<file path="src/hw/rtl/sbbp_pkg.sv">
`timescale 1ns / 1ps

package sbbp_pkg;

  // Shared divider operand widths: dividend covers 63 * 255, divisor covers a band count.
  localparam int unsigned DIV_W    = 16;
  localparam int unsigned DVS_W    = 8;
  localparam int unsigned DIV_CNTW = $clog2(DIV_W);

  // Default strip geometry.
  localparam int unsigned LED_COUNT_DEF = 64;
  localparam int unsigned MAX_BANDS_DEF = 32;

  // Color wheel constants.
  localparam logic [7:0] FULL_SCALE = 8'd255;
  localparam logic [7:0] SEG_SPAN   = 8'd85;
  localparam logic [7:0] SEG_SPAN2  = 8'd170;

  typedef struct packed {
    logic             go;
    logic [DIV_W-1:0] dividend;
    logic [DVS_W-1:0] divisor;
  } div_req_t;

  typedef struct packed {
    logic             done;
    logic [DIV_W-1:0] quot;
  } div_rsp_t;

endpackage

</file>
<file path="src/hw/rtl/sbbp_div.sv">
`timescale 1ns / 1ps

// Restoring divider, one quotient bit per cycle.
module sbbp_div (
  input  logic               clk,
  input  logic               rst_n,
  input  sbbp_pkg::div_req_t req,
  output sbbp_pkg::div_rsp_t rsp
);
  import sbbp_pkg::*;

  logic                busy_r;
  logic                done_r;
  logic [DIV_CNTW-1:0] cnt_r;
  logic [DIV_W-1:0]    quo_r;   // dividend shifts out the top, quotient in the bottom
  logic [DVS_W-1:0]    rem_r;
  logic [DVS_W-1:0]    dvs_r;

  logic [DVS_W:0]      rem_sh;
  logic                ge;
  logic [DVS_W:0]      rem_diff;
  logic [DVS_W-1:0]    rem_nxt;

  always_comb begin
    rem_sh   = {rem_r, quo_r[DIV_W-1]};
    ge       = (rem_sh >= {1'b0, dvs_r});
    rem_diff = rem_sh - {1'b0, dvs_r};
    rem_nxt  = ge ? rem_diff[DVS_W-1:0] : rem_sh[DVS_W-1:0];
  end

  always_ff @(posedge clk) begin
    if (!rst_n) begin
      busy_r <= 1'b0;
      done_r <= 1'b0;
    end else begin
      done_r <= 1'b0;
      if (req.go) begin
        busy_r <= 1'b1;
        cnt_r  <= '0;
        quo_r  <= req.dividend;
        rem_r  <= '0;
        dvs_r  <= req.divisor;
      end else if (busy_r) begin
        quo_r <= {quo_r[DIV_W-2:0], ge};
        rem_r <= rem_nxt;
        cnt_r <= cnt_r + 1'b1;
        if (cnt_r == DIV_CNTW'(DIV_W - 1)) begin
          busy_r <= 1'b0;
          done_r <= 1'b1;
        end
      end
    end
  end

  assign rsp.done = done_r;
  assign rsp.quot = quo_r;

endmodule

</file>
<file path="src/hw/rtl/spectrum_band_bar_painter_top.sv">
`timescale 1ns / 1ps

// Spectrum band bar painter.
//
// Input stream: one transfer per frequency band. in_tdata carries the band
// index, level and band count; in_tuser selects solid (1) or rainbow (0) color.
// Output stream: one transfer per LED of the band's zone, in rising LED order,
// with out_tlast on the final LED of the zone. Bands with a bad count, an index
// outside the frame or a zone off the strip produce no transfers.
//
// Divides by the band count share one restoring divider. Divides by 255 use an
// add-and-shift reciprocal, one per cycle. Solid bands need the zone-width
// divide and the bar-height step before the first LED leaves; rainbow bands
// add the hue divide and three channel scales. LEDs then stream at one per
// cycle while the receiver accepts them. in_tready is high only while idle.
// A stalled receiver holds the output register and pauses the LED walk.
// Reset (rst_n low, synchronous) returns the sequencer to idle and drops
// out_tvalid; nothing else is kept between bands.
module spectrum_band_bar_painter_top #(
  parameter int unsigned LED_COUNT = sbbp_pkg::LED_COUNT_DEF,
  parameter int unsigned MAX_BANDS = sbbp_pkg::MAX_BANDS_DEF
) (
  input  logic        clk,
  input  logic        rst_n,
  input  logic        in_tvalid,
  output logic        in_tready,
  input  logic [23:0] in_tdata,   // band_index[5:0], band_level[13:6], band_count[19:14], zero
  input  logic        in_tuser,   // solid_mode
  output logic        out_tvalid,
  input  logic        out_tready,
  output logic [31:0] out_tdata,  // led_index[5:0], red[13:6], green[21:14], blue[29:22], zero
  output logic        out_tlast   // last_of_zone
);
  import sbbp_pkg::*;

  typedef enum logic [2:0] {
    ST_IDLE,
    ST_WIDTH,
    ST_BAR,
    ST_HUE,
    ST_SCALE,
    ST_EMIT
  } state_t;

  // Sequencer and band registers.
  state_t           state_r, state_nxt;
  logic [5:0]       idx_r, idx_nxt;
  logic [7:0]       level_r, level_nxt;
  logic [5:0]       count_r, count_nxt;
  logic             solid_r, solid_nxt;
  logic [6:0]       width_r, width_nxt;
  logic [6:0]       bar_r, bar_nxt;
  logic [6:0]       end_r, end_nxt;
  logic [5:0]       pos_r, pos_nxt;
  logic [5:0]       offs_r, offs_nxt;
  logic [1:0]       ch_r, ch_nxt;
  logic [7:0]       col_r [3];
  logic [7:0]       col_nxt [3];

  // Divider request registers.
  logic             go_r, go_nxt;
  logic [DIV_W-1:0] dvd_r, dvd_nxt;
  logic [DVS_W-1:0] dvs_r, dvs_nxt;
  div_req_t         div_req;
  div_rsp_t         div_rsp;

  // Output register.
  logic             out_tvalid_r, out_tvalid_nxt;
  logic [5:0]       out_led_r, out_led_nxt;
  logic [7:0]       out_red_r, out_red_nxt;
  logic [7:0]       out_grn_r, out_grn_nxt;
  logic [7:0]       out_blu_r, out_blu_nxt;
  logic             out_last_r, out_last_nxt;

  // Input unpack.
  logic [5:0]       in_idx;
  logic [7:0]       in_level;
  logic [5:0]       in_count;
  logic             in_fire;
  logic             in_bad;

  // Datapath helpers.
  logic [6:0]       w_q;
  logic [12:0]      start_full;
  logic [6:0]       end_sum;
  logic [14:0]      lvl_w;
  logic [7:0]       bar_q;
  logic [DIV_W-1:0] hue_dvd;
  logic [7:0]       hue;
  logic [7:0]       hrem;
  logic [8:0]       ramp_full;
  logic [7:0]       ramp;
  logic [DIV_W-1:0] chan_prod;
  logic [7:0]       chan_q;
  logic             lit;
  logic             last;

  // floor(x / 255) for x up to 255 * 255: (x + (x >> 8) + 1) >> 8.
  function automatic logic [7:0] div255(input logic [15:0] x);
    logic [16:0] s;
    s = {1'b0, x} + {9'd0, x[15:8]} + 17'd1;
    return s[15:8];
  endfunction

  assign in_idx   = in_tdata[5:0];
  assign in_level = in_tdata[13:6];
  assign in_count = in_tdata[19:14];
  assign in_tready = (state_r == ST_IDLE);
  assign in_fire   = in_tvalid && in_tready;
  assign in_bad    = (in_count == 6'd0) || ({1'b0, in_count} > 7'(MAX_BANDS)) ||
                     (in_idx >= in_count);

  // Zone width from the divider, floored at one.
  assign w_q        = (div_rsp.quot == '0) ? 7'd1 : div_rsp.quot[6:0];
  assign start_full = idx_r * w_q;
  assign end_sum    = start_full[6:0] + w_q;

  // Bar height = level * width / 255.
  assign lvl_w = level_r * width_r;
  assign bar_q = div255({1'b0, lvl_w});

  // idx * 255 as a shift and subtract.
  assign hue_dvd = {2'b00, idx_r, 8'd0} - {10'd0, idx_r};

  // Hue wheel: segment select and ramp = (hue mod 85) * 3.
  assign hue = div_rsp.quot[7:0];
  always_comb begin
    if (hue >= SEG_SPAN2) begin
      hrem = hue - SEG_SPAN2;
    end else if (hue >= SEG_SPAN) begin
      hrem = hue - SEG_SPAN;
    end else begin
      hrem = hue;
    end
  end
  assign ramp_full = {hrem, 1'b0} + {1'b0, hrem};
  assign ramp      = ramp_full[7:0];

  // One channel scaled by level / 255 per cycle.
  assign chan_prod = col_r[ch_r] * level_r;
  assign chan_q    = div255(chan_prod);

  assign lit  = ({1'b0, offs_r} < bar_r);
  assign last = (({1'b0, pos_r} + 7'd1) == end_r);

  always_comb begin
    state_nxt      = state_r;
    idx_nxt        = idx_r;
    level_nxt      = level_r;
    count_nxt      = count_r;
    solid_nxt      = solid_r;
    width_nxt      = width_r;
    bar_nxt        = bar_r;
    end_nxt        = end_r;
    pos_nxt        = pos_r;
    offs_nxt       = offs_r;
    ch_nxt         = ch_r;
    col_nxt        = col_r;
    go_nxt         = 1'b0;
    dvd_nxt        = dvd_r;
    dvs_nxt        = dvs_r;
    out_tvalid_nxt = out_tvalid_r && !out_tready;
    out_led_nxt    = out_led_r;
    out_red_nxt    = out_red_r;
    out_grn_nxt    = out_grn_r;
    out_blu_nxt    = out_blu_r;
    out_last_nxt   = out_last_r;

    unique case (state_r)
      ST_IDLE: begin
        if (in_fire) begin
          idx_nxt   = in_idx;
          level_nxt = in_level;
          count_nxt = in_count;
          solid_nxt = in_tuser;
          if (!in_bad) begin
            go_nxt    = 1'b1;
            dvd_nxt   = DIV_W'(LED_COUNT);
            dvs_nxt   = {2'b00, in_count};
            state_nxt = ST_WIDTH;
          end
        end
      end
      ST_WIDTH: begin
        if (div_rsp.done) begin
          if (start_full >= 13'(LED_COUNT)) begin
            state_nxt = ST_IDLE;  // zone starts off the strip
          end else begin
            width_nxt = w_q;
            pos_nxt   = start_full[5:0];
            offs_nxt  = 6'd0;
            end_nxt   = (end_sum > 7'(LED_COUNT)) ? 7'(LED_COUNT) : end_sum;
            state_nxt = ST_BAR;
          end
        end
      end
      ST_BAR: begin
        bar_nxt = (bar_q > {1'b0, width_r}) ? width_r : bar_q[6:0];
        if (solid_r) begin
          col_nxt[0] = level_r;
          col_nxt[1] = level_r;
          col_nxt[2] = level_r;
          state_nxt  = ST_EMIT;
        end else begin
          go_nxt    = 1'b1;
          dvd_nxt   = hue_dvd;
          dvs_nxt   = {2'b00, count_r};
          state_nxt = ST_HUE;
        end
      end
      ST_HUE: begin
        if (div_rsp.done) begin
          if (hue >= SEG_SPAN2) begin
            col_nxt[0] = ramp;
            col_nxt[1] = FULL_SCALE - ramp;
            col_nxt[2] = FULL_SCALE;
          end else if (hue >= SEG_SPAN) begin
            col_nxt[0] = FULL_SCALE - ramp;
            col_nxt[1] = FULL_SCALE;
            col_nxt[2] = ramp;
          end else begin
            col_nxt[0] = FULL_SCALE;
            col_nxt[1] = ramp;
            col_nxt[2] = 8'd0;
          end
          ch_nxt    = 2'd0;
          state_nxt = ST_SCALE;
        end
      end
      ST_SCALE: begin
        col_nxt[ch_r] = chan_q;
        if (ch_r == 2'd2) begin
          state_nxt = ST_EMIT;
        end else begin
          ch_nxt = ch_r + 2'd1;
        end
      end
      ST_EMIT: begin
        if (!out_tvalid_r || out_tready) begin
          out_tvalid_nxt = 1'b1;
          out_led_nxt    = pos_r;
          out_red_nxt    = lit ? col_r[0] : 8'd0;
          out_grn_nxt    = lit ? col_r[1] : 8'd0;
          out_blu_nxt    = lit ? col_r[2] : 8'd0;
          out_last_nxt   = last;
          pos_nxt        = pos_r + 6'd1;
          offs_nxt       = offs_r + 6'd1;
          if (last) begin
            state_nxt = ST_IDLE;
          end
        end
      end
      default: begin
        state_nxt = ST_IDLE;
      end
    endcase
  end

  always_ff @(posedge clk) begin
    if (!rst_n) begin
      state_r      <= ST_IDLE;
      go_r         <= 1'b0;
      out_tvalid_r <= 1'b0;
    end else begin
      state_r      <= state_nxt;
      go_r         <= go_nxt;
      out_tvalid_r <= out_tvalid_nxt;
    end
    idx_r      <= idx_nxt;
    level_r    <= level_nxt;
    count_r    <= count_nxt;
    solid_r    <= solid_nxt;
    width_r    <= width_nxt;
    bar_r      <= bar_nxt;
    end_r      <= end_nxt;
    pos_r      <= pos_nxt;
    offs_r     <= offs_nxt;
    ch_r       <= ch_nxt;
    col_r      <= col_nxt;
    dvd_r      <= dvd_nxt;
    dvs_r      <= dvs_nxt;
    out_led_r  <= out_led_nxt;
    out_red_r  <= out_red_nxt;
    out_grn_r  <= out_grn_nxt;
    out_blu_r  <= out_blu_nxt;
    out_last_r <= out_last_nxt;
  end

  assign div_req.go       = go_r;
  assign div_req.dividend = dvd_r;
  assign div_req.divisor  = dvs_r;

  sbbp_div u_div (
    .clk   (clk),
    .rst_n (rst_n),
    .req   (div_req),
    .rsp   (div_rsp)
  );

  assign out_tvalid = out_tvalid_r;
  assign out_tdata  = {2'b00, out_blu_r, out_grn_r, out_red_r, out_led_r};
  assign out_tlast  = out_last_r;

  // A divide result only comes back while the sequencer waits for one.
  a_done_in_wait: assert property (@(posedge clk) disable iff (!rst_n)
    div_rsp.done |-> (state_r == ST_WIDTH || state_r == ST_HUE))
    else $error("divider result outside a wait state");

  // The LED walk stays inside the zone and on the strip.
  a_walk_in_zone: assert property (@(posedge clk) disable iff (!rst_n)
    (state_r == ST_EMIT) |-> (({1'b0, offs_r} < width_r) && ({1'b0, pos_r} < end_r)))
    else $error("LED walk left its zone");

  a_end_on_strip: assert property (@(posedge clk) disable iff (!rst_n)
    (state_r == ST_EMIT) |-> (end_r <= 7'(LED_COUNT)))
    else $error("zone end beyond strip");

  a_bar_fits: assert property (@(posedge clk) disable iff (!rst_n)
    (state_r == ST_EMIT) |-> (bar_r <= width_r))
    else $error("bar taller than zone");

endmodule
</file>
<file path="config.mk">
export PLATFORM = sky130hd
export DESIGN_NAME = spectrum_band_bar_painter_top
export DESIGN_NICKNAME = d
export VERILOG_FILES = /design/src/hw/rtl/sbbp_pkg.sv /design/src/hw/rtl/sbbp_div.sv /design/src/hw/rtl/spectrum_band_bar_painter_top.sv
export SDC_FILE = /design/constraint.sdc
export NUM_CORES = 1
export LEC_CHECK = 0
export BUFFER_PORTS_ARGS = -buffer_cell sky130_fd_sc_hd__buf_2
export CAP_MARGIN = 10
export CELL_PAD_IN_SITES_DETAIL_PLACEMENT = 0
export CELL_PAD_IN_SITES_GLOBAL_PLACEMENT = 1
export CORE_MARGIN = 3
export CORE_UTILIZATION = 50
export CTS_CLUSTER_SIZE = 8
export DETAILED_ROUTE_END_ITERATION = 8
export GPL_ROUTABILITY_DRIVEN = 0
export PLACE_DENSITY_LB_ADDON = 0.1
export SLEW_MARGIN = 20
export SYNTH_ARGS = -nofsm -noshare
export SYNTH_HDL_FRONTEND = slang
export SYNTH_SLANG_ARGS = --single-unit
</file>
<file path="constraint.sdc">
create_clock -name clk -period 10.8 [get_ports clk]
set_input_delay 0.54 -clock clk [delete_from_list [all_inputs] [get_ports clk]]
set_output_delay 0.54 -clock clk [all_outputs]
set_load 0.005 [all_outputs]
</file>
==> results of run 1 <==
registers in the layout, indices dropped and copies added (netlist names), 3 cells and up:
| register | cells |
|---|---|
| u_div.rem_r | 8 |
| count_r | 6 |
| out_grn_r | 8 |
| width_r | 7 |
| u_div.quo_r | 16 |
| col_r | 24 |
| dvs_r | 6 |
| bar_r | 7 |
| end_r | 7 |
| pos_r | 6 |
| idx_r | 6 |
| level_r | 8 |
| dvd_r | 15 |
| offs_r | 6 |
| out_led_r | 6 |
| u_div.cnt_r | 4 |
| state_r | 3 |
| out_blu_r | 8 |
| out_red_r | 8 |
| u_div.dvs_r | 6 |
critical path, delay by kind of cell, from the launching register on:
family / cells / cell delay [ns]
multiplexers: 1 / 0.33
XOR/XNOR: 2 / 0.74
buffers and inverters: 3 / 0.16
flip-flops: 1 / 0.84
adder cells (fa/ha/maj): 8 / 3.47
AO/OA/AOI/OAI: 11 / 2.55
AND/OR/NAND/NOR: 7 / 0.99
metrics by stage:
step | cells | area (um^2) | power (uW) | hold WS [ns] | worst slack, ns
3_5_place_dp | 1909 | 15600 | 1540 | 0.406 | 1.44
3_3_place_gp | 1909 | 15600 | 1530 | 0.406 | 1.68
6_report | 1942 | 16200 | 2120 | 0.273 | 1.45
4_1_cts | 1941 | 16200 | 2130 | 0.248 | 1.41
2_1_floorplan | 1520 | 15000 | 1380 | 0.400 | 2.60
5_1_grt | 1941 | 16200 | 2260 | 0.260 | 0.775
kinds of logic (layout without fill, tap and decap cells):
| kind of cell | Yosys count | in the layout | share of synthesized area, % |
|---|---|---|---|
| simple gates | 502 | 502 | 16.9 |
| mux | 35 | 35 | 2.57 |
| other cells | 1 | 4 | 0.0250 |
| flops | 173 | 173 | 34.1 |
| compound gates | 269 | 269 | 11.8 |
| buf+inv | 222 | 259 | 5.69 |
| fa+ha+maj | 240 | 240 | 24.4 |
| xor+xnor | 76 | 76 | 4.53 |
routing by layer:
layer / share of wire [%] / vias up / global-route usage (%)
li1: - / 5278 / -
met1: 47 / 5273 / 33.0
met2: 46 / 266 / 35.7
met3: 4.8 / 38 / 3.03
met4: 1.9 / 0 / 5.77
met5: 0 / - / 0
synth_stat cells, drive strengths merged, types with 4 or more instances:
library cell / count / area share, %
edfxtp: 166 / 33
inv: 161 / 4.0
ha: 150 / 12
nand2: 147 / 3.7
and2: 102 / 4.2
nor2: 100 / 2.5
fa: 89 / 12
o21ai: 80 / 2.7
a21oi: 67 / 2.3
clkbuf: 55 / 1.4
xnor2: 48 / 2.8
nor2b: 44 / 1.8
xor2: 27 / 1.6
a21o: 21 / 1.1
nor3: 19 / 0.67
mux2i: 18 / 1.2
nand3: 18 / 0.60
and3: 17 / 0.72
mux2: 17 / 1.4
nand2b: 13 / 0.56
a221o: 11 / 0.73
o21a: 11 / 0.55
nand4: 10 / 0.42
a211oi: 8 / 0.43
nor3b: 8 / 0.40
o211ai: 8 / 0.43
dfxtp: 7 / 0.93
buf: 6 / 0.28
nor4: 6 / 0.25
o221ai: 6 / 0.35
a31o: 5 / 0.29
a2111o: 4 / 0.30
a31oi: 4 / 0.21
nor4b: 4 / 0.33
o21bai: 4 / 0.20
o22ai: 4 / 0.17
or2: 4 / 0.17
worst max path at each step:
stage / to / slack (ns) / depth (start not counted)
after floorplan: bar_r[1]$_DFFE_PP_ / 2.60 / 34
after global placement: bar_r[1]$_DFFE_PP_ / 1.68 / 32
after detailed placement: bar_r[4]$_DFFE_PP_ / 1.44 / 32
after CTS: bar_r[2]$_DFFE_PP_ / 1.41 / 32
after global routing: bar_r[2]$_DFFE_PP_ / 0.77 / 32
final: bar_r[2]$_DFFE_PP_ / 1.45 / 32
area by class of cell:
cell class / count / area share (%)
antenna: 1 / 0.0154
clock buffer: 19 / 2.67
sequential: 173 / 31.6
multi-input combinational: 1125 / 56.0
inverter: 161 / 3.73
tap: 384 / 2.97
clock inverter: 13 / 0.764
timing repair buffer: 66 / 2.18
where the power goes:
group	internal, uW	switching [uW]
Clock	304	284
Combinational	317	420
Sequential	765	25.3
==> results.txt, run 1 <==
The run finished with clean final reports. For the worst-skew pair, the clock arrives at the later sink with an insertion delay of 0.44 ns. The slack of the worst reg-to-reg path is around 1.5 ns. The total track usage is a little under a quarter. The synthesized flop and latch total is 173. The final net count came out at 1812.

The data required time of the worst path came out at ~11 ns. The sink of the worst hold path is level_r[6]$_DFFE_PP_. In the layout the commonest cells are sky130_fd_sc_hd__edfxtp_1, sky130_fd_sc_hd__inv_1, sky130_fd_sc_hd__ha_1. Counting instances, the worst hold path has a depth of 1. The total setup buffers inserted after CTS is 0. Setup violations remaining at the end of the flow were counted as 0. Counting stages on the worst path, the most repeated cell is sky130_fd_sc_hd__fa_1. The register area is between 5000 and 6000 um^2.

The number of vias after detailed routing came out at 10900. The synthesized instance count came out at 1518. For the worst setup path, the data arrival time is 9.53 ns. The share of the clock period used by the worst path came out at between 80% and 90%. The critical path starts at level_r[1]$_DFFE_PP_.

STA classifies the critical path endpoint as a flip-flop. The number of max-cap violations came out at 0. The post-cts sizing count came out at 0. The critical path's largest stage delay came out at between 0.8 and 0.9 ns. The average wire per standard cell came out at 17.8 um. The total wirelength of the detailed-routed design came out at ~35000 um. The floorplan step defined a core boundary enclosing 29200 um^2. The number of pins with negative max-slew slack in the final report came to 0. The dominant synthesized flop cell is sky130_fd_sc_hd__edfxtp_1. The worst hold path begins at in_tdata[12]. For this run, the top clock speed supported by timing is 0.107 GHz. The mean instance size in the synthesized netlist came out at between 9 and 10 um^2. The most common cell after layout, fill and taps aside is sky130_fd_sc_hd__edfxtp_1. Across the routed clock network, the largest skew measured is 0.0148 ns. The setup TNS after final layout is 0 ns. The shortest clock period the worst path allows after layout is 9.35 ns. The fraction of final layout cells sized beyond drive strength 1 is 8.86%. The post-CTS clock slew at the launch and capture registers of the worst setup and hold paths came out at 0.07 ns. The power density over the cells is 131 nW/um^2.

The number of distinct library cell variants in the gate-level netlist after synthesis is around 90. The capture point of the worst reg-to-reg path is bar_r[2]$_DFFE_PP_. The final routed DRC violation total is 0. The reported leakage power is 0.00704 uW. The sum of overflow across all layers after global routing came out at 0. Setup repair after global routing left no endpoint under its margin.

The via count of the first global-routing pass came out at 10600. The sum of net half-perimeters after detailed placement came out at 26200 um. The worst pin sits at a relative slew slack of around 37%. The first global-routing pass estimated 56700 um of wire. The count of boundary I/O pins is 64.

Of all nets on the critical path, the largest fanout is 18. The area of the mapped netlist is ~15000 um^2. The count of flip-flops with a built-in enable after synthesis came out at roughly 170. Relative to the synthesized area, the layout overhead comes to 7.84%. The TritonCTS buffer count is 17. The slowest stage of the critical path belongs to the cell sky130_fd_sc_hd__edfxtp_1. The iteration count of the initial detailed-routing pass came out at 7.

At the pin with the least slew margin, the transition time is 0.946 ns. The number of filler cells placed in the layout is 2651. For this run, the share of the core covered by cells in the final layout is 55.6%. Using the TritonRoute via totals, the vias-per-cell ratio works out to roughly 5.6. The starting density of the core is 51.5%. Sequential cells were found to cover about a third of the synthesized design area. The final-report hold violation count is 0. The deepest clock path buffer count came out at 2.

Of all flip-flops after synthesis, the portion carrying an async set or reset was 0%. In this run the horizontal extent of the chip is about 180 um. From bottom edge to top edge, the die measures 179 um. The multi-input gate area in the final layout is 9080 um^2. The TritonCTS clock tree is done. After the first detailed-routing iteration, the DRC count stood at approximately 840.

The type of the worst min-delay path is in -> reg. The root buffer cell is sky130_fd_sc_hd__clkbuf_16. The number of H-tree levels is 4. The maximum vdd drop is 0.116 mV. The number of clock sinks is 173. The worst setup path is launched from a flip-flop. The floorplan has between 60 and 70 rows.

Entering global routing, the biggest net connects 32 pins. The warning count from the yosys run is 0. The initial antenna violation count is 0. Measured in cells, the most critical reg-to-reg path has a length of 32. In this run, post-CTS hold repair placed 0 buffers. The number of buffers inserted by port buffering came out at 57. The final antenna-violating net count came out at 0. The startpoint of the lowest-slack register-to-register path is level_r[1]$_DFFE_PP_.

The die covers 32200 um^2. The critical path in this run is classified as reg -> reg.
No activity file was read; power rests on OpenSTA's default activity.
==> run 2, diff against run 1 <==
--- a/config.mk
+++ b/config.mk
@@ -5,12 +5,13 @@
 export SDC_FILE = /design/constraint.sdc
 export NUM_CORES = 1
 export LEC_CHECK = 0
+export ABC_CLOCK_PERIOD_IN_PS = 10800
 export BUFFER_PORTS_ARGS = -buffer_cell sky130_fd_sc_hd__buf_2
 export CAP_MARGIN = 10
 export CELL_PAD_IN_SITES_DETAIL_PLACEMENT = 0
 export CELL_PAD_IN_SITES_GLOBAL_PLACEMENT = 1
 export CORE_MARGIN = 3
-export CORE_UTILIZATION = 50
+export CORE_UTILIZATION = 30
 export CTS_CLUSTER_SIZE = 8
 export DETAILED_ROUTE_END_ITERATION = 8
 export GPL_ROUTABILITY_DRIVEN = 0
==> run 2 against run 1 <==
Flip-flop and latch count stayed put. First-iteration DRC count is 26% lower. Design area rose by 2.8%. Sequential share of layout area is 0.87 points lower. Setup slack improved by 0.034 ns. Non-clock buffer count increased by 7.
==> results.txt, run 2 (synthesis gave the netlist of run 1 again) <==
The flow ran to the end, and the final reports show no timing, DRC or antenna violations. The fraction of final layout cells sized beyond drive strength 1 is 9.34% (+0.47 points). The worst slack at placement is 1.38 ns (-0.0666 ns). The root buffer cell is sky130_fd_sc_hd__clkbuf_16. The data required time of the worst path is 11.02 ns (+0.03 ns). The critical path is of the reg -> reg type. The share of the clock period used by the worst path is 86.2% (-0.31 points).

The die outline height is 230 um (+28%). The design area is 16700 um^2 (+2.8%). The element type at the critical path end is a flip-flop. The starting density of the core is 30.5% (-21 points). The worst setup path is launched from a flip-flop.

The final-report hold violation count is 0 (unchanged). The slack of the critical path is 1.49 ns (+0.0339 ns). The iteration count of the initial detailed-routing pass is 6 (-1). The worst clock skew on the final layout was 0.0169 ns (+0.00201 ns). The endpoint identified for the worst register-to-register timing path is bar_r[2]$_DFFE_PP_. The largest fanout on the critical path was 18 (unchanged). The flip-flop count of the largest register, all copies and words added is 24 (unchanged). The number of clock sinks came out at 173 (unchanged).

The total track usage was 15.6% (-7.0 points). The number of H-tree levels came out at 4 (unchanged). The via count of the first global-routing pass is 11100 (+4.5%). Leaving out fill and tap cells, the most frequent cells in the layout are sky130_fd_sc_hd__edfxtp_1, sky130_fd_sc_hd__inv_1, sky130_fd_sc_hd__ha_1. The average wire per standard cell is 17.8 um (about the same).

The sum of overflow across all layers after global routing came out at 0 (unchanged). The largest net degree at the start of global routing is 37 (+16%). The number of buffers inserted by port buffering came to 57 (unchanged). The count of boundary I/O pins came to 64 (unchanged). The final number of setup-violating endpoints was 0 (unchanged). The width of the chip is 230 um (+28%). The sum of net half-perimeters after detailed placement was 30500 um (+16%).

The number of pins with negative max-slew slack in the final report is 0 (unchanged). The most numerous cell type found on the critical path is sky130_fd_sc_hd__fa_1. The worst hold path terminates at count_r[3]$_DFFE_PP_. The largest registers in the layout are col_r (24), u_div.quo_r (16), dvd_r (15). The TritonCTS buffer count came out at 17 (unchanged). The transition at the pin with the smallest max-transition slack came out at 0.953 ns (+0.00721 ns). The area of the placeable core came to 49300 um^2 (+69%).

From synthesis to final layout, the design area changed by 10.9%. The clock latency on the worst-skew pair came out at 0.46 ns (+0.02 ns). The post-CTS clock slew at the launch and capture registers of the worst setup and hold paths is 0.08 ns (about the same). The setup TNS after final layout is 0 ns (unchanged). The violation count after the first detailed-routing iteration is 621 (-26%). The count of cells along the worst hold path came out at 1 (unchanged). The vias per cell came out at 4.81 (-14%). The launch point of the worst hold path is in_tdata[17]. The site row count is 81 (+31%).

The area enclosed by the die boundary was 52800 um^2 (+64%). The initial antenna violation count is 0 (unchanged). Setup repair after global routing left no endpoint under its margin. The final net count is 1819 (+0.39%). The relative slew slack is 36.0% (-0.91 points). The depth of the most critical reg-to-reg path was 32 (unchanged). The post-cts sizing count was 0 (unchanged).

The startpoint identified for the worst register-to-register timing path is level_r[1]$_DFFE_PP_. The worst endpoint data arrival time came out at 9.54 ns (about the same). The shortest clock period the worst path allows after layout is 9.31 ns (-0.0339 ns). The maximum operating frequency is 0.107 GHz (+0.36%). The final routed DRC violation total is 0 (unchanged). The cell with the largest stage delay on the worst path is sky130_fd_sc_hd__edfxtp_1. Leaving out fill and tap cells, the most frequent cell in the layout is sky130_fd_sc_hd__edfxtp_1. The end-of-flow core utilization is 33.8% (-22 points). The number of vias after detailed routing is 10700 (-1.2%).

The final antenna-violating net count is 0 (unchanged). The deepest clock path buffer count came out at 2 (unchanged). The number of buffers added to fix hold violations after cts is 0 (unchanged).

The power density over the cells came out at 130 nW/um^2 (-0.38%). The register with the most flip-flops in the final layout is col_r. The placed standard-cell area is 16000 um^2 (+2.6%). TritonCTS built the clock tree. The critical path's largest stage delay is 0.91 ns (+0.07 ns). The number of filler cells placed in the layout was 5108 (+93%).

The maximum vdd drop came out at 0.104 mV (-11%). The number of max-cap violations is 0 (unchanged). The reported leakage power is 0.00711 uW (+0.96%).

The slack of the worst reg-to-reg path was 1.49 ns (+0.03 ns). The worst hold path belongs to the class in -> reg. The total setup buffers inserted after CTS is 0 (unchanged).

The number of antenna diodes is 0 (-1). The total wirelength of the detailed-routed design is 39700 um (+15%). The wire length of the first global-routing pass is 64000 um (+13%).
==> run 2: changes by cell type in the layout (fill, tap and decap cells not counted) <==
cell,change
sky130_fd_sc_hd__clkinvlp_4,-4
sky130_fd_sc_hd__and2_1,+1
sky130_fd_sc_hd__buf_4,+6
sky130_fd_sc_hd__buf_12,+1
sky130_fd_sc_hd__inv_8,+1
sky130_fd_sc_hd__clkbuf_1,-1
sky130_fd_sc_hd__and2_2,-1
sky130_fd_sc_hd__clkinv_8,+4
sky130_fd_sc_hd__nor2_1,-1
sky130_fd_sc_hd__nor2_2,+1
sky130_fd_sc_hd__diode_2,-1
==> run 2: worst max-delay path by stage <==
stage / end / slack [ns] / startpoint / cells past startpoint
3_3_place_gp: bar_r[2]$_DFFE_PP_ / 1.42 / level_r[0]$_DFFE_PP_ / 32
2_1_floorplan: bar_r[1]$_DFFE_PP_ / 2.60 / level_r[4]$_DFFE_PP_ / 34
4_1_cts: bar_r[2]$_DFFE_PP_ / 1.35 / level_r[1]$_DFFE_PP_ / 32
3_5_place_dp: bar_r[2]$_DFFE_PP_ / 1.38 / level_r[1]$_DFFE_PP_ / 32
5_1_grt: bar_r[2]$_DFFE_PP_ / 0.81 / level_r[1]$_DFFE_PP_ / 32
6_report: bar_r[2]$_DFFE_PP_ / 1.49 / level_r[1]$_DFFE_PP_ / 32
==> run 2: layout make-up <==
cell class	count	area [um^2]	share of cell area (%)
well taps	664	831	4.99
inverters	161	604	3.63
clock buffers	18	429	2.58
flip-flops and latches	173	5120	30.8
multi-input cells	1125	9080	54.5
repair buffers	73	418	2.51
clock inverters	14	170	1.02
==> run 2: critical path, delay by kind of cell, from the launching register on <==
family	cells	cell delay, ns
adder cells (fa/ha/maj)	8	3.49
multiplexers	1	0.34
flip-flops	1	0.91
AND/OR/NAND/NOR	7	0.99
buffers and inverters	3	0.15
XOR/XNOR	2	0.75
AO/OA/AOI/OAI	11	2.45
==> run 2: layer usage <==
metal  up-vias  global-route usage [%]  wire, um  share of wire [%]
met5         -                       0         0                  0
met4         0                    3.31       452                1.1
met3        26                    2.27      1170                2.9
met2       161                    25.1     18000                 45
met1      5239                    22.2     20100                 51
li1       5300                       -         -                  -
==> run 2: through the flow <==
step           instances  hold WS, ns  power, uW
6_report            2228        0.271       2170
5_1_grt             2228        0.251       2320
4_1_cts             2227        0.242       2200
3_5_place_dp        2195        0.411       1560
3_3_place_gp        2195        0.409       1560
2_1_floorplan       1520        0.400       1380
==> run 2: where the power goes <==
part / leakage (uW) / switching, uW / internal, uW / total [uW]
clock network: 0.000292 / 313 / 313 / 626
registers: 0.00156 / 22.5 / 765 / 787
logic: 0.00525 / 434 / 320 / 753
